File: src/rtl/midi_to_tone_period_controller_top_assert.svh
// Assertion macros used by the controller top level
`ifndef MIDI_TO_TONE_PERIOD_CONTROLLER_TOP_ASSERT_SVH
`define MIDI_TO_TONE_PERIOD_CONTROLLER_TOP_ASSERT_SVH

`ifndef SYNTHESIS
// Check a property on every rising edge outside reset
`define MTPC_ASSERT(lbl, clk_i, rst_ni, prop, msg) \
	lbl: assert property (@(posedge clk_i) disable iff (!rst_ni) prop) else $error(msg);
// Check that a condition never holds outside reset
`define MTPC_NEVER(lbl, clk_i, rst_ni, cond, msg) \
	lbl: assert property (@(posedge clk_i) disable iff (!rst_ni) !(cond)) else $error(msg);
`else
`define MTPC_ASSERT(lbl, clk_i, rst_ni, prop, msg)
`define MTPC_NEVER(lbl, clk_i, rst_ni, cond, msg)
`endif

`endif

File: src/rtl/mtpc_pkg.sv
// Shared types, codes and constants of the MIDI tone period controller
package mtpc_pkg;

	localparam int NUM_CHANNELS        = 16;
	localparam int DEF_NUM_GENERATORS  = 4;
	localparam int NUM_GEN_REGS        = 4;

	localparam int CH_W      = 4;
	localparam int NOTE_W    = 7;
	localparam int BEND_W    = 14;
	localparam int GEN_W     = 2;
	localparam int ACT_W     = 2;
	localparam int HALF_W    = 17;
	localparam int CFG_IDX_W = 2;
	localparam int CFG_W     = 7;
	localparam int MUL_W     = 64;
	localparam int DIV_W     = 14;

	localparam logic [ACT_W-1:0] ACT_NONE  = 2'd0;
	localparam logic [ACT_W-1:0] ACT_STOP  = 2'd1;
	localparam logic [ACT_W-1:0] ACT_START = 2'd2;

	localparam logic [2:0] CMD_NOTE_OFF = 3'd0;
	localparam logic [2:0] CMD_NOTE_ON  = 3'd1;
	localparam logic [2:0] CMD_CONTROL  = 3'd3;
	localparam logic [2:0] CMD_PROGRAM  = 3'd4;
	localparam logic [2:0] CMD_PRESSURE = 3'd5;
	localparam logic [2:0] CMD_BEND     = 3'd6;

	localparam logic [NOTE_W-1:0] CC_SOUND_OFF = 7'd120;
	localparam logic [NOTE_W-1:0] CC_NOTES_OFF = 7'd123;

	localparam logic [BEND_W-1:0] BEND_CENTER = 14'd8192;
	// 69 * 4096 + 8192
	localparam logic signed [20:0] T_BIAS = 21'sd290816;

	localparam logic [MUL_W-1:0] LN2_Q62      = 64'h2C5C85FDF473DE6B;
	localparam logic [MUL_W-1:0] ONE_Q62      = 64'h4000000000000000;
	localparam logic [MUL_W-1:0] HZ_SCALE     = 64'd440;
	localparam logic [MUL_W-1:0] USEC_PER_SEC = 64'd1000000;
	localparam int TAYLOR_TERMS = 24;

	typedef logic [CFG_W-1:0] gen_reset_t [NUM_GEN_REGS];
	localparam gen_reset_t GEN_RESET = '{7'd0, 7'd1, 7'd98, 7'd99};

	typedef enum logic [1:0] {SH_0, SH_40, SH_62} mul_shift_t;

	typedef struct packed {
		logic       start;
		mul_shift_t shift;
	} mul_ctrl_t;

	typedef struct packed {
		logic done;
		logic rem_nz;
	} div_stat_t;

	typedef struct packed {
		logic              start;
		logic [NOTE_W-1:0] note;
		logic [BEND_W-1:0] bend;
	} freq_req_t;

	typedef struct packed {
		logic              done;
		logic [HALF_W-1:0] half;
	} freq_rsp_t;

endpackage

File: src/rtl/mtpc_mul.sv
// Shared 64x64 multiplier, one 32x32 partial product per cycle, shifted result
module mtpc_mul (
	input  logic                clk,
	input  logic                arst_n,
	input  mtpc_pkg::mul_ctrl_t ctrl,
	input  logic [63:0]         a,
	input  logic [63:0]         b,
	output logic                done,
	output logic [63:0]         result
);
	import mtpc_pkg::*;

	logic [MUL_W-1:0]   a_q, b_q;
	logic [2*MUL_W-1:0] acc_q;
	logic [MUL_W-1:0]   pp_s1;
	logic [1:0]         pp_pos_s1;
	logic               pp_vld_s1;
	logic [2:0]         cnt_q;
	logic               busy_q;
	logic               done_q;
	mul_shift_t         shift_q;

	logic [31:0]        a_half, b_half;
	logic [MUL_W-1:0]   prod;
	logic [1:0]         pos;
	logic [2*MUL_W-1:0] addend;

	always_comb begin
		a_half = cnt_q[1] ? a_q[63:32] : a_q[31:0];
		b_half = cnt_q[0] ? b_q[63:32] : b_q[31:0];
		prod   = {32'b0, a_half} * {32'b0, b_half};
		pos    = {1'b0, cnt_q[1]} + {1'b0, cnt_q[0]};
		case (pp_pos_s1)
			2'd1:    addend = {32'b0, pp_s1, 32'b0};
			2'd2:    addend = {pp_s1, 64'b0};
			default: addend = {64'b0, pp_s1};
		endcase
	end

	always_ff @(posedge clk or negedge arst_n) begin
		if (!arst_n) begin
			busy_q    <= 1'b0;
			cnt_q     <= '0;
			pp_vld_s1 <= 1'b0;
			done_q    <= 1'b0;
		end else begin
			done_q <= 1'b0;
			if (ctrl.start) begin
				a_q     <= a;
				b_q     <= b;
				shift_q <= ctrl.shift;
				acc_q   <= '0;
				cnt_q   <= '0;
				busy_q  <= 1'b1;
			end else if (busy_q) begin
				if (pp_vld_s1)
					acc_q <= acc_q + addend;
				if (cnt_q == 3'd4) begin
					pp_vld_s1 <= 1'b0;
					busy_q    <= 1'b0;
					done_q    <= 1'b1;
				end else begin
					pp_s1     <= prod;
					pp_pos_s1 <= pos;
					pp_vld_s1 <= 1'b1;
					cnt_q     <= cnt_q + 3'd1;
				end
			end
		end
	end

	always_comb begin
		case (shift_q)
			SH_40:   result = acc_q[103:40];
			SH_62:   result = acc_q[125:62];
			default: result = acc_q[63:0];
		endcase
	end

	assign done = done_q;

endmodule

File: src/rtl/mtpc_div.sv
// Shared restoring divider, 64-bit dividend, narrow divisor, four bits per cycle
module mtpc_div (
	input  logic                clk,
	input  logic                arst_n,
	input  logic                start,
	input  logic [63:0]         dividend,
	input  logic [13:0]         divisor,
	output mtpc_pkg::div_stat_t stat,
	output logic [63:0]         quotient
);
	import mtpc_pkg::*;

	localparam int STEPS  = 4;
	localparam int CYCLES = MUL_W / STEPS;
	localparam int CNT_W  = $clog2(CYCLES);

	logic [MUL_W-1:0] q_q;
	logic [DIV_W-1:0] rem_q, d_q;
	logic [CNT_W-1:0] cnt_q;
	logic             busy_q, done_q;

	logic [MUL_W-1:0] q_nx;
	logic [DIV_W-1:0] rem_nx;
	logic [DIV_W:0]   trial;
	logic             fits;

	always_comb begin
		q_nx   = q_q;
		rem_nx = rem_q;
		for (int s = 0; s < STEPS; s++) begin
			trial  = {rem_nx, q_nx[MUL_W-1]};
			fits   = trial >= {1'b0, d_q};
			q_nx   = {q_nx[MUL_W-2:0], fits};
			rem_nx = fits ? DIV_W'(trial - {1'b0, d_q}) : trial[DIV_W-1:0];
		end
	end

	always_ff @(posedge clk or negedge arst_n) begin
		if (!arst_n) begin
			busy_q <= 1'b0;
			done_q <= 1'b0;
			cnt_q  <= '0;
		end else begin
			done_q <= 1'b0;
			if (start) begin
				q_q    <= dividend;
				d_q    <= divisor;
				rem_q  <= '0;
				cnt_q  <= '0;
				busy_q <= 1'b1;
			end else if (busy_q) begin
				q_q   <= q_nx;
				rem_q <= rem_nx;
				cnt_q <= cnt_q + CNT_W'(1);
				if (cnt_q == CNT_W'(CYCLES - 1)) begin
					busy_q <= 1'b0;
					done_q <= 1'b1;
				end
			end
		end
	end

	assign stat.done   = done_q;
	assign stat.rem_nz = rem_q != '0;
	assign quotient    = q_q;

endmodule

File: src/rtl/mtpc_freq.sv
// Half period sequencer: note and bend to microsecond half period over shared units
module mtpc_freq (
	input  logic                clk,
	input  logic                arst_n,
	input  mtpc_pkg::freq_req_t req,
	output mtpc_pkg::freq_rsp_t rsp
);
	import mtpc_pkg::*;

	typedef enum logic [3:0] {
		F_IDLE, F_QDIV, F_NORM, F_ALIGN, F_Y, F_TMUL, F_TDIV, F_V, F_HDIV
	} fstate_t;

	fstate_t            state_q;
	mul_ctrl_t          mul_ctrl_q;
	logic [MUL_W-1:0]   mul_a_q, mul_b_q;
	logic               div_start_q;
	logic [MUL_W-1:0]   div_dd_q;
	logic [DIV_W-1:0]   div_dv_q;
	logic               neg_q;
	logic [44:0]        m_q;
	logic               g_q, st_q;
	logic [4:0]         k_q;
	logic signed [3:0]  n_q;
	logic [MUL_W-1:0]   y_q, e_q;
	logic [4:0]         kt_q;
	logic               done_q;
	logic [HALF_W-1:0]  half_q;

	logic               mul_done;
	logic [MUL_W-1:0]   mul_res;
	div_stat_t          div_st;
	logic [MUL_W-1:0]   div_quo;

	logic signed [20:0] t;
	logic [20:0]        t_mag;
	logic [44:0]        qa;
	logic [39:0]        frac, frac_sel;
	logic               frac_nz;
	logic signed [3:0]  ip_s, n_nx;
	logic [MUL_W-1:0]   e_nx;
	logic [3:0]         nmag;
	logic [MUL_W-1:0]   hz64;
	logic [DIV_W-1:0]   hz;

	mtpc_mul u_mul (
		.clk    (clk),
		.arst_n (arst_n),
		.ctrl   (mul_ctrl_q),
		.a      (mul_a_q),
		.b      (mul_b_q),
		.done   (mul_done),
		.result (mul_res)
	);

	mtpc_div u_div (
		.clk      (clk),
		.arst_n   (arst_n),
		.start    (div_start_q),
		.dividend (div_dd_q),
		.divisor  (div_dv_q),
		.stat     (div_st),
		.quotient (div_quo)
	);

	always_comb begin
		t = $signed({2'b0, req.note, 12'b0}) + $signed({7'b0, req.bend}) - T_BIAS;
		t_mag = t[20] ? 21'(-t) : 21'(t);

		// Q.40 magnitude of the rounded quotient, then floor split
		qa       = 45'(m_q[24:0]) << k_q;
		frac     = qa[39:0];
		frac_nz  = frac != '0;
		ip_s     = 4'(qa[44:40]);
		frac_sel = (neg_q && frac_nz) ? (~frac + 40'd1) : frac;
		n_nx     = neg_q ? (-ip_s - (frac_nz ? 4'sd1 : 4'sd0)) : ip_s;

		e_nx = e_q + div_quo;

		nmag = 4'(-n_q);
		if (n_q[3])
			hz64 = mul_res >> (6'd42 + {2'b0, nmag});
		else
			hz64 = (mul_res << n_q[2:0]) >> 42;
		hz = (hz64[DIV_W-1:0] == '0) ? DIV_W'(1) : hz64[DIV_W-1:0];
	end

	always_ff @(posedge clk or negedge arst_n) begin
		if (!arst_n) begin
			state_q          <= F_IDLE;
			mul_ctrl_q.start <= 1'b0;
			mul_ctrl_q.shift <= SH_0;
			div_start_q      <= 1'b0;
			done_q           <= 1'b0;
		end else begin
			mul_ctrl_q.start <= 1'b0;
			div_start_q      <= 1'b0;
			done_q           <= 1'b0;
			case (state_q)
				F_IDLE: begin
					if (req.start) begin
						neg_q       <= t[20];
						div_dd_q    <= {18'b0, t_mag[18:0], 27'b0};
						div_dv_q    <= DIV_W'(3);
						div_start_q <= 1'b1;
						state_q     <= F_QDIV;
					end
				end
				F_QDIV: begin
					// quotient carries one extra fraction bit as the guard
					if (div_st.done) begin
						m_q     <= div_quo[45:1];
						g_q     <= div_quo[0];
						st_q    <= div_st.rem_nz;
						k_q     <= '0;
						state_q <= F_NORM;
					end
				end
				F_NORM: begin
					if (|m_q[44:24]) begin
						st_q <= st_q | g_q;
						g_q  <= m_q[0];
						m_q  <= m_q >> 1;
						k_q  <= k_q + 5'd1;
					end else begin
						// round to nearest even
						m_q     <= m_q + 45'(g_q && (st_q || m_q[0]));
						state_q <= F_ALIGN;
					end
				end
				F_ALIGN: begin
					n_q              <= n_nx;
					mul_a_q          <= {24'b0, frac_sel};
					mul_b_q          <= LN2_Q62;
					mul_ctrl_q.start <= 1'b1;
					mul_ctrl_q.shift <= SH_40;
					state_q          <= F_Y;
				end
				F_Y: begin
					if (mul_done) begin
						y_q              <= mul_res;
						e_q              <= ONE_Q62;
						kt_q             <= 5'd1;
						mul_a_q          <= ONE_Q62;
						mul_b_q          <= mul_res;
						mul_ctrl_q.start <= 1'b1;
						mul_ctrl_q.shift <= SH_62;
						state_q          <= F_TMUL;
					end
				end
				F_TMUL: begin
					if (mul_done) begin
						div_dd_q    <= mul_res;
						div_dv_q    <= {9'b0, kt_q};
						div_start_q <= 1'b1;
						state_q     <= F_TDIV;
					end
				end
				F_TDIV: begin
					if (div_st.done) begin
						e_q              <= e_nx;
						mul_ctrl_q.start <= 1'b1;
						if (kt_q == 5'(TAYLOR_TERMS)) begin
							mul_a_q          <= {20'b0, e_nx[63:20]};
							mul_b_q          <= HZ_SCALE;
							mul_ctrl_q.shift <= SH_0;
							state_q          <= F_V;
						end else begin
							kt_q             <= kt_q + 5'd1;
							mul_a_q          <= div_quo;
							mul_b_q          <= y_q;
							mul_ctrl_q.shift <= SH_62;
							state_q          <= F_TMUL;
						end
					end
				end
				F_V: begin
					if (mul_done) begin
						div_dd_q    <= USEC_PER_SEC;
						div_dv_q    <= hz;
						div_start_q <= 1'b1;
						state_q     <= F_HDIV;
					end
				end
				F_HDIV: begin
					if (div_st.done) begin
						half_q  <= div_quo[HALF_W:1];
						done_q  <= 1'b1;
						state_q <= F_IDLE;
					end
				end
				default: state_q <= F_IDLE;
			endcase
		end
	end

	assign rsp.done = done_q;
	assign rsp.half = half_q;

endmodule

File: config.mk
export PLATFORM = sky130hd
export DESIGN_NAME = mtpc_freq
export DESIGN_NICKNAME = d
export VERILOG_FILES = /design/src/rtl/midi_to_tone_period_controller_top_assert.svh /design/src/rtl/mtpc_pkg.sv /design/src/rtl/mtpc_mul.sv /design/src/rtl/mtpc_div.sv /design/src/rtl/mtpc_freq.sv
export SDC_FILE = /design/constraint.sdc
export NUM_CORES = 2
export LEC_CHECK = 0
export BUFFER_PORTS_ARGS = -buffer_cell sky130_fd_sc_hd__clkbuf_2
export CORE_AREA = 2 2 427 429
export CTS_CLUSTER_DIAMETER = 30
export DETAILED_ROUTE_END_ITERATION = 10
export DIE_AREA = 0 0 429 431
export PLACE_DENSITY = 0.65
export SLEW_MARGIN = 20
export SYNTH_ARGS = -nofsm -noshare
export SYNTH_HDL_FRONTEND = slang
export SYNTH_HIERARCHICAL = 1
export SYNTH_SLANG_ARGS = --single-unit
File: constraint.sdc
create_clock -name clk -period 17 [get_ports clk]
set_clock_uncertainty 0.1 [all_clocks]
set_input_delay 3.4 -clock clk [delete_from_list [all_inputs] [get_ports clk]]
set_output_delay 3.4 -clock clk [all_outputs]
set_load 0.005 [all_outputs]
# Word level (Yosys, flattened, before mapping)
# Index checks and enable logic that the tools add are counted.
# classes
n_addsub,20
n_mul,1
n_lt_le_gt_ge,4
n_eq_ne,26
shift,3
n_mux,88
bitwise,4
n_reduce_logical,33
# ops
op,n
64-bit two-way mux,11
64-bit case mux with 3 select lines,3
128-bit two-way mux,2
128-bit case mux with 2 select lines,1
64-bit case mux with 2 select lines,2
14-bit two-way mux,10
128-bit adder,1
45-bit two-way mux,2
45-bit case mux with 2 select lines,1
64-bit adder,1
32-bit by 32-bit multiplier with 64-bit output,1
32-bit two-way mux,2
64-bit by 3-bit << shifter with 56-bit output,1
64-bit by 6-bit right shift with 14-bit output,1
15-bit by 14-bit >= comparator with 1-bit output,4
14-bit subtractor,4
45-bit by 1-bit adder with 45-bit output,1
4-bit two-way mux,11
25-bit by 5-bit << shifter with 44-bit output,1
14-bit case mux with 3 select lines,1
"40-bit by 1-bit adder with 40-bit output, second input constant",1
40-bit two-way mux,1
40-bit inverter,1
40-bit nonzero test,1
other kinds (45),114
# word_totals
reg_bits,850
input_bits,24
out_inout_bits,18
elab_cells,214

# Longest topological paths before layout
# logic_depth
ltp_word,9
ltp_mapped,44
mapped_depth_nobuf,41

# By module
# The synthesis kept the hierarchy.
# modules_own_cells
module,instances,cells_each,area_per_inst_um2,seq_area_each_um2
mtpc_mul,1,6134,54921.4,9819.4
mtpc_freq,1,2629,27282.4,12627.1
mtpc_div,1,730,7602.3,2912.8

# Least setup slack after synthesis
# OpenSTA, ideal clock, no wires.
# synth_path
kind,flip-flop to flip-flop
startpoint,register u_div.d_q[1]
endpoint,"register u_div.rem_q[3], data pin"
setup_time_ns,0.273
t_arrival_ns,9.761
required_ns,16.627
slack_ns,6.866
stages_incl_launch_ff,43
n_path_buf,6
synth_period_minus_slack_ns,10.134
cell_sequence,edfxtp_1 > inv_1 > ha_1 > nor2b_1 > o311a_4 > o21a_4 > o41a_1 > nor2_4 > buf_2 > mux2_2 > ha_1 > o21a_1 > o31a_1 > o41ai_2 > a41oi_1 > a311oi_2 > o21ai_4 > buf_2 > [... 7 more ...] > a21oi_1 > o41ai_2 > and3_1 > buf_4 > mux2i_4 > mux2i_1 > ha_1 > nor2b_1 > o21a_1 > o21a_1 > o41a_1 > a41o_1 > o41ai_1 > o21ai_1 > and2_1 > clkbuf_1 > nor4_1 > nor4_1
# synth_between
elab_chain_len,9
elab_cells_between_ends,13
cone_classes,add/sub (4); order compare (4); mux (5)
# synth_rtl
element,line_no,source
start: declaration,mtpc_div.sv:18,"logic [DIV_W-1:0] rem_q, d_q;"
start signal: assignment,mtpc_div.sv:47,d_q <= divisor;
14-bit subtractor or 15-bit by 14-bit >= comparator with 1-bit output (tied branches),"mtpc_div.sv:34, mtpc_div.sv:32",
14-bit two-way mux,mtpc_div.sv:34,"rem_nx = fits ? DIV_W'(trial - {1'b0, d_q}) : trial[DIV_W-1:0];"
15-bit by 14-bit >= comparator with 1-bit output or 14-bit subtractor (tied branches),"mtpc_div.sv:32, mtpc_div.sv:34",
14-bit two-way mux,mtpc_div.sv:34,
14-bit subtractor or 15-bit by 14-bit >= comparator with 1-bit output (tied branches),"mtpc_div.sv:34, mtpc_div.sv:32",
14-bit two-way mux,mtpc_div.sv:34,
14-bit subtractor or 15-bit by 14-bit >= comparator with 1-bit output (tied branches),"mtpc_div.sv:34, mtpc_div.sv:32",
14-bit two-way mux (*),mtpc_div.sv:34,
14-bit two-way mux (*),mtpc_div.sv:51,end else if (busy_q) begin
end signal: assignment,mtpc_div.sv:53,rem_q <= rem_nx;
end: declaration,mtpc_div.sv:18,
# Mark *: on every way between the ends. The rest lies on a longest branch, timed or not.
# A chain may end at the register's enable or synchronous reset.

# Final worst setup path
# layout_path
startpoint,register u_div.d_q[1]
endpoint,"register u_div.rem_q[11], data pin"
# layout_between
elab_chain_len,9
elab_cells_between_ends,13
cone_classes,add/sub (4); order compare (4); mux (5)
# layout_rtl
element,line_no
14-bit subtractor or 15-bit by 14-bit >= comparator with 1-bit output (tied branches),"mtpc_div.sv:34, mtpc_div.sv:32"
14-bit two-way mux,mtpc_div.sv:34
14-bit subtractor or 15-bit by 14-bit >= comparator with 1-bit output (tied branches),"mtpc_div.sv:34, mtpc_div.sv:32"
14-bit two-way mux,mtpc_div.sv:34
14-bit subtractor or 15-bit by 14-bit >= comparator with 1-bit output (tied branches),"mtpc_div.sv:34, mtpc_div.sv:32"
14-bit two-way mux,mtpc_div.sv:34
14-bit subtractor or 15-bit by 14-bit >= comparator with 1-bit output (tied branches),"mtpc_div.sv:34, mtpc_div.sv:32"
14-bit two-way mux (*),mtpc_div.sv:34
14-bit two-way mux (*),mtpc_div.sv:51
# Marked as above.

==> results.md <==
* Number of I/O pins at 42
* Max-Cap Viols at 0
* Max_slew headroom at 0.132
* Post-DP HPWL at 262,000 µm
* Clock transition at path regs at approximately 60 ps
* RSZ-0062 raised after global routing: no
* Gr ovfl total at 0
* Cell taking the most area after synthesis: edfxtp_1
* Via count at around 75,000
* Slowest CP cell: o21a_2
* Critical path data arrival time at 12,330 ps
* Cell Area, Synth at roughly 90,000 µm²
* GR Util All Layers at 0.371
* Critical path class: register to register
* Count leader, synth: nand2_1
* Largest net degree at the start of global routing at 89
* Die height at ~430 µm
* Setup bufs post-CTS at 0
* Post-synth top area share at 0.277
* WL final at between 300,000 and 400,000 µm
* Final nets at roughly 11,000
* Floorplan row count at roughly 160
* Crit share post-route at 0.694
* Synth Flop Type: edfxtp_1
* Clk sink count at 848
* Final setup viols at 0
* Post-CTS Hold Buffers at 0
* H-tree Lvls at 4
* Synthesized Nets at around 11,000
* Avg Inst Size Synth at 9.46 µm²
* Fin crit period at approximately 12,000 ps
* Post-cts sizing count at 0
* Synth cell count leaders: nand2_1, nor2_1, inv_1, fa_1, edfxtp_1
* Die area at between 150,000 and 200,000 µm²
* Final ANT Viol Nets at 0
* YS warnings at 6
* Initial antenna violation count at 18
* Worst EP required at around 18,000 ps
* CP Capture Type: register
* TritonCTS clock tree: yes
* FILL cells at ~16,000
* Starting density of the core at 0.498
* Min-delay worst type: register to register
* CTS root buf: clkbuf_16
* Post-route DRC violation count at 0
* Synth unique cells at ~130
* Critical path's most frequent cell: ha_1
* Post-synth EDFFs at just over 800
* Worst Setup Start Kind: register
* CP Buf/Inv Count at 1
* CP max FO at 23
* Die Span X at 429 µm
* IO buf count at 41
* Post-Layout Inst Area at 99,600 µm²
* Clock Latency Late Sink at about 860 ps
* Placed inst area at about 92,000 µm²
* Final Hold Violating Endpoints at 0
* Vias in the first global route at 73,800
* Synthesized instance count at roughly 9,500
* Top cells by area, synth: edfxtp_1, fa_1, ha_1
* Max clock buf depth at 3
* Max-slew violation count at 0
* Setup TNS at 0 ps
* Worst Tran Pin Value at approximately 1300 ps
* TritonCTS buffer count at approximately 210
* Layout cells sized above 1 at 0.0986
* Synth async-reset ratio at 0.0248
* Vias/cell at about 6.3
* Setup WS pre-CTS at 5480 ps
* Delay-heaviest family, CP: compound AO/OA/AOI/OAI gates
* Crit-path max cell delay at approximately 530 ps
* F_max at between 80 and 90 MHz
* Status: finished, final reports clean
* P&R area growth vs syn at 10.9%
* Gpl congestion at around 1.1
* Seq cells post-synth at 848
* Average wire per standard cell at between 20 and 30 µm
* First-pass GRT wire length at about 500,000 µm
* Total iterations of the first detailed-routing run at 9
* Worst Slack Setup Final at 5190 ps
* Initial DRC Count at ~9,400
* Post-synthesis sequential area ratio at 0.282
* Core area at 180,000 µm²
-- final cells by class --
type,instances,area [µm²],area share
multi-input cells,7053,58600,0.588
diodes,16,40.0,0.000402
flip-flops and latches,848,25400,0.255
clock buffers,226,5290,0.0532
inverters,1041,3910,0.0393
well taps,2370,2970,0.0298
clock inverters,163,1910,0.0192
repair buffers,213,1500,0.0151
-- stage by stage --
stage	utilization	hold slack [ps]	instances
finish	0.553	302	11900
global route	0.552	314	11900
CTS	0.552	304	11900
detailed placement	0.512	305	11500
global placement	0.512	301	11500
floorplan	-	300	9493
-- state kept, by name, indices dropped and copies added, names as in the netlist, 3 cells and up --
| name | count |
|---|---|
| div_dd_q | 64 |
| div_dv_q | 14 |
| e_q | 64 |
| half_q | 17 |
| k_q | 5 |
| kt_q | 5 |
| m_q | 45 |
| mul_a_q | 64 |
| mul_b_q | 64 |
| mul_ctrl_q | 3 |
| n_q | 4 |
| state_q | 4 |
| u_div/cnt_q | 4 |
| u_div/d_q | 14 |
| u_div/quotient | 64 |
| u_div/rem_q | 14 |
| u_mul/a_q | 64 |
| u_mul/acc_q | 126 |
| u_mul/b_q | 64 |
| u_mul/cnt_q | 3 |
| u_mul/pp_s1 | 64 |
| y_q | 64 |
-- cell families after synthesis --
group,synth area share
AO/OA/AOI/OAI,0.137
flip-flops,0.282
XOR/XNOR,0.0348
adder cells (fa/ha/maj),0.276
AND/OR/NAND/NOR,0.147
buffers and inverters,0.0694
multiplexers,0.0540
-- final timing paths --
path	startpoint	endpoint	cells past startpoint	slack, ps
setup reg to reg	u_div/d_q[1]$_DFFE_PP_	u_div/rem_q[11]$_SDFFCE_PP0P_	36	5190
hold reg to reg	mul_b_q[10]$_DFFE_PP_	u_mul/b_q[10]$_DFFE_PP_	0	300
min in group asynchronous	arst_n	u_mul/done$_DFF_PN0_	2	3070
setup / recovery	u_div/d_q[1]$_DFFE_PP_	u_div/rem_q[11]$_SDFFCE_PP0P_	36	5190
hold / removal	mul_b_q[10]$_DFFE_PP_	u_mul/b_q[10]$_DFFE_PP_	0	300
max in group asynchronous	arst_n	u_mul/cnt_q[0]$_DFFE_PN0P_	3	12430
-- layer usage --
layer,wire length (µm),up-vias,global-route usage,part of all wire
li1,-,32300,-,-
met1,140000,37800,0.513,0.40
met2,146000,4472,0.539,0.42
met3,40400,824,0.0949,0.12
met4,19600,4,0.184,0.057
met5,32,-,0,0.000093
-- worst register-to-register path: cells and delay by family (launching register included) --
kind,cells,cell delay [ps]
buffers and inverters,1,300
flip-flops,1,500
multiplexers,3,970
AND/OR/NAND/NOR,7,1910
AO/OA/AOI/OAI,21,6520
adder cells (fa/ha/maj),4,1330
-- cell usage in the layout, fill, tap and decap left out, types with 37 or more instances in the layout --
master / count
a31oi_1: 53
clkbuf_16: 209
o21bai_1: 55
and3_1: 103
ha_1: 532
clkbuf_2: 40
mux2_2: 182
nor2b_1: 74
inv_1: 1037
nor3_1: 85
o31ai_1: 38
a211oi_1: 37
nand3_1: 108
a22oi_1: 82
mux2i_2: 43
buf_4: 172
edfxtp_1: 827
a221o_1: 44
mux2i_1: 105
xor2_1: 144
a22o_1: 99
a21oi_1: 504
o21ai_0: 441
nand4_1: 113
and2_1: 104
nand2b_1: 44
fa_1: 903
xnor2_1: 211
a21o_1: 152
nor2_1: 1040
mux4_2: 39
nand2_1: 1140
o21a_1: 54
Power is not shown: default switching activity piles up to over one toggle a cycle in this logic, so the estimate is an artifact.
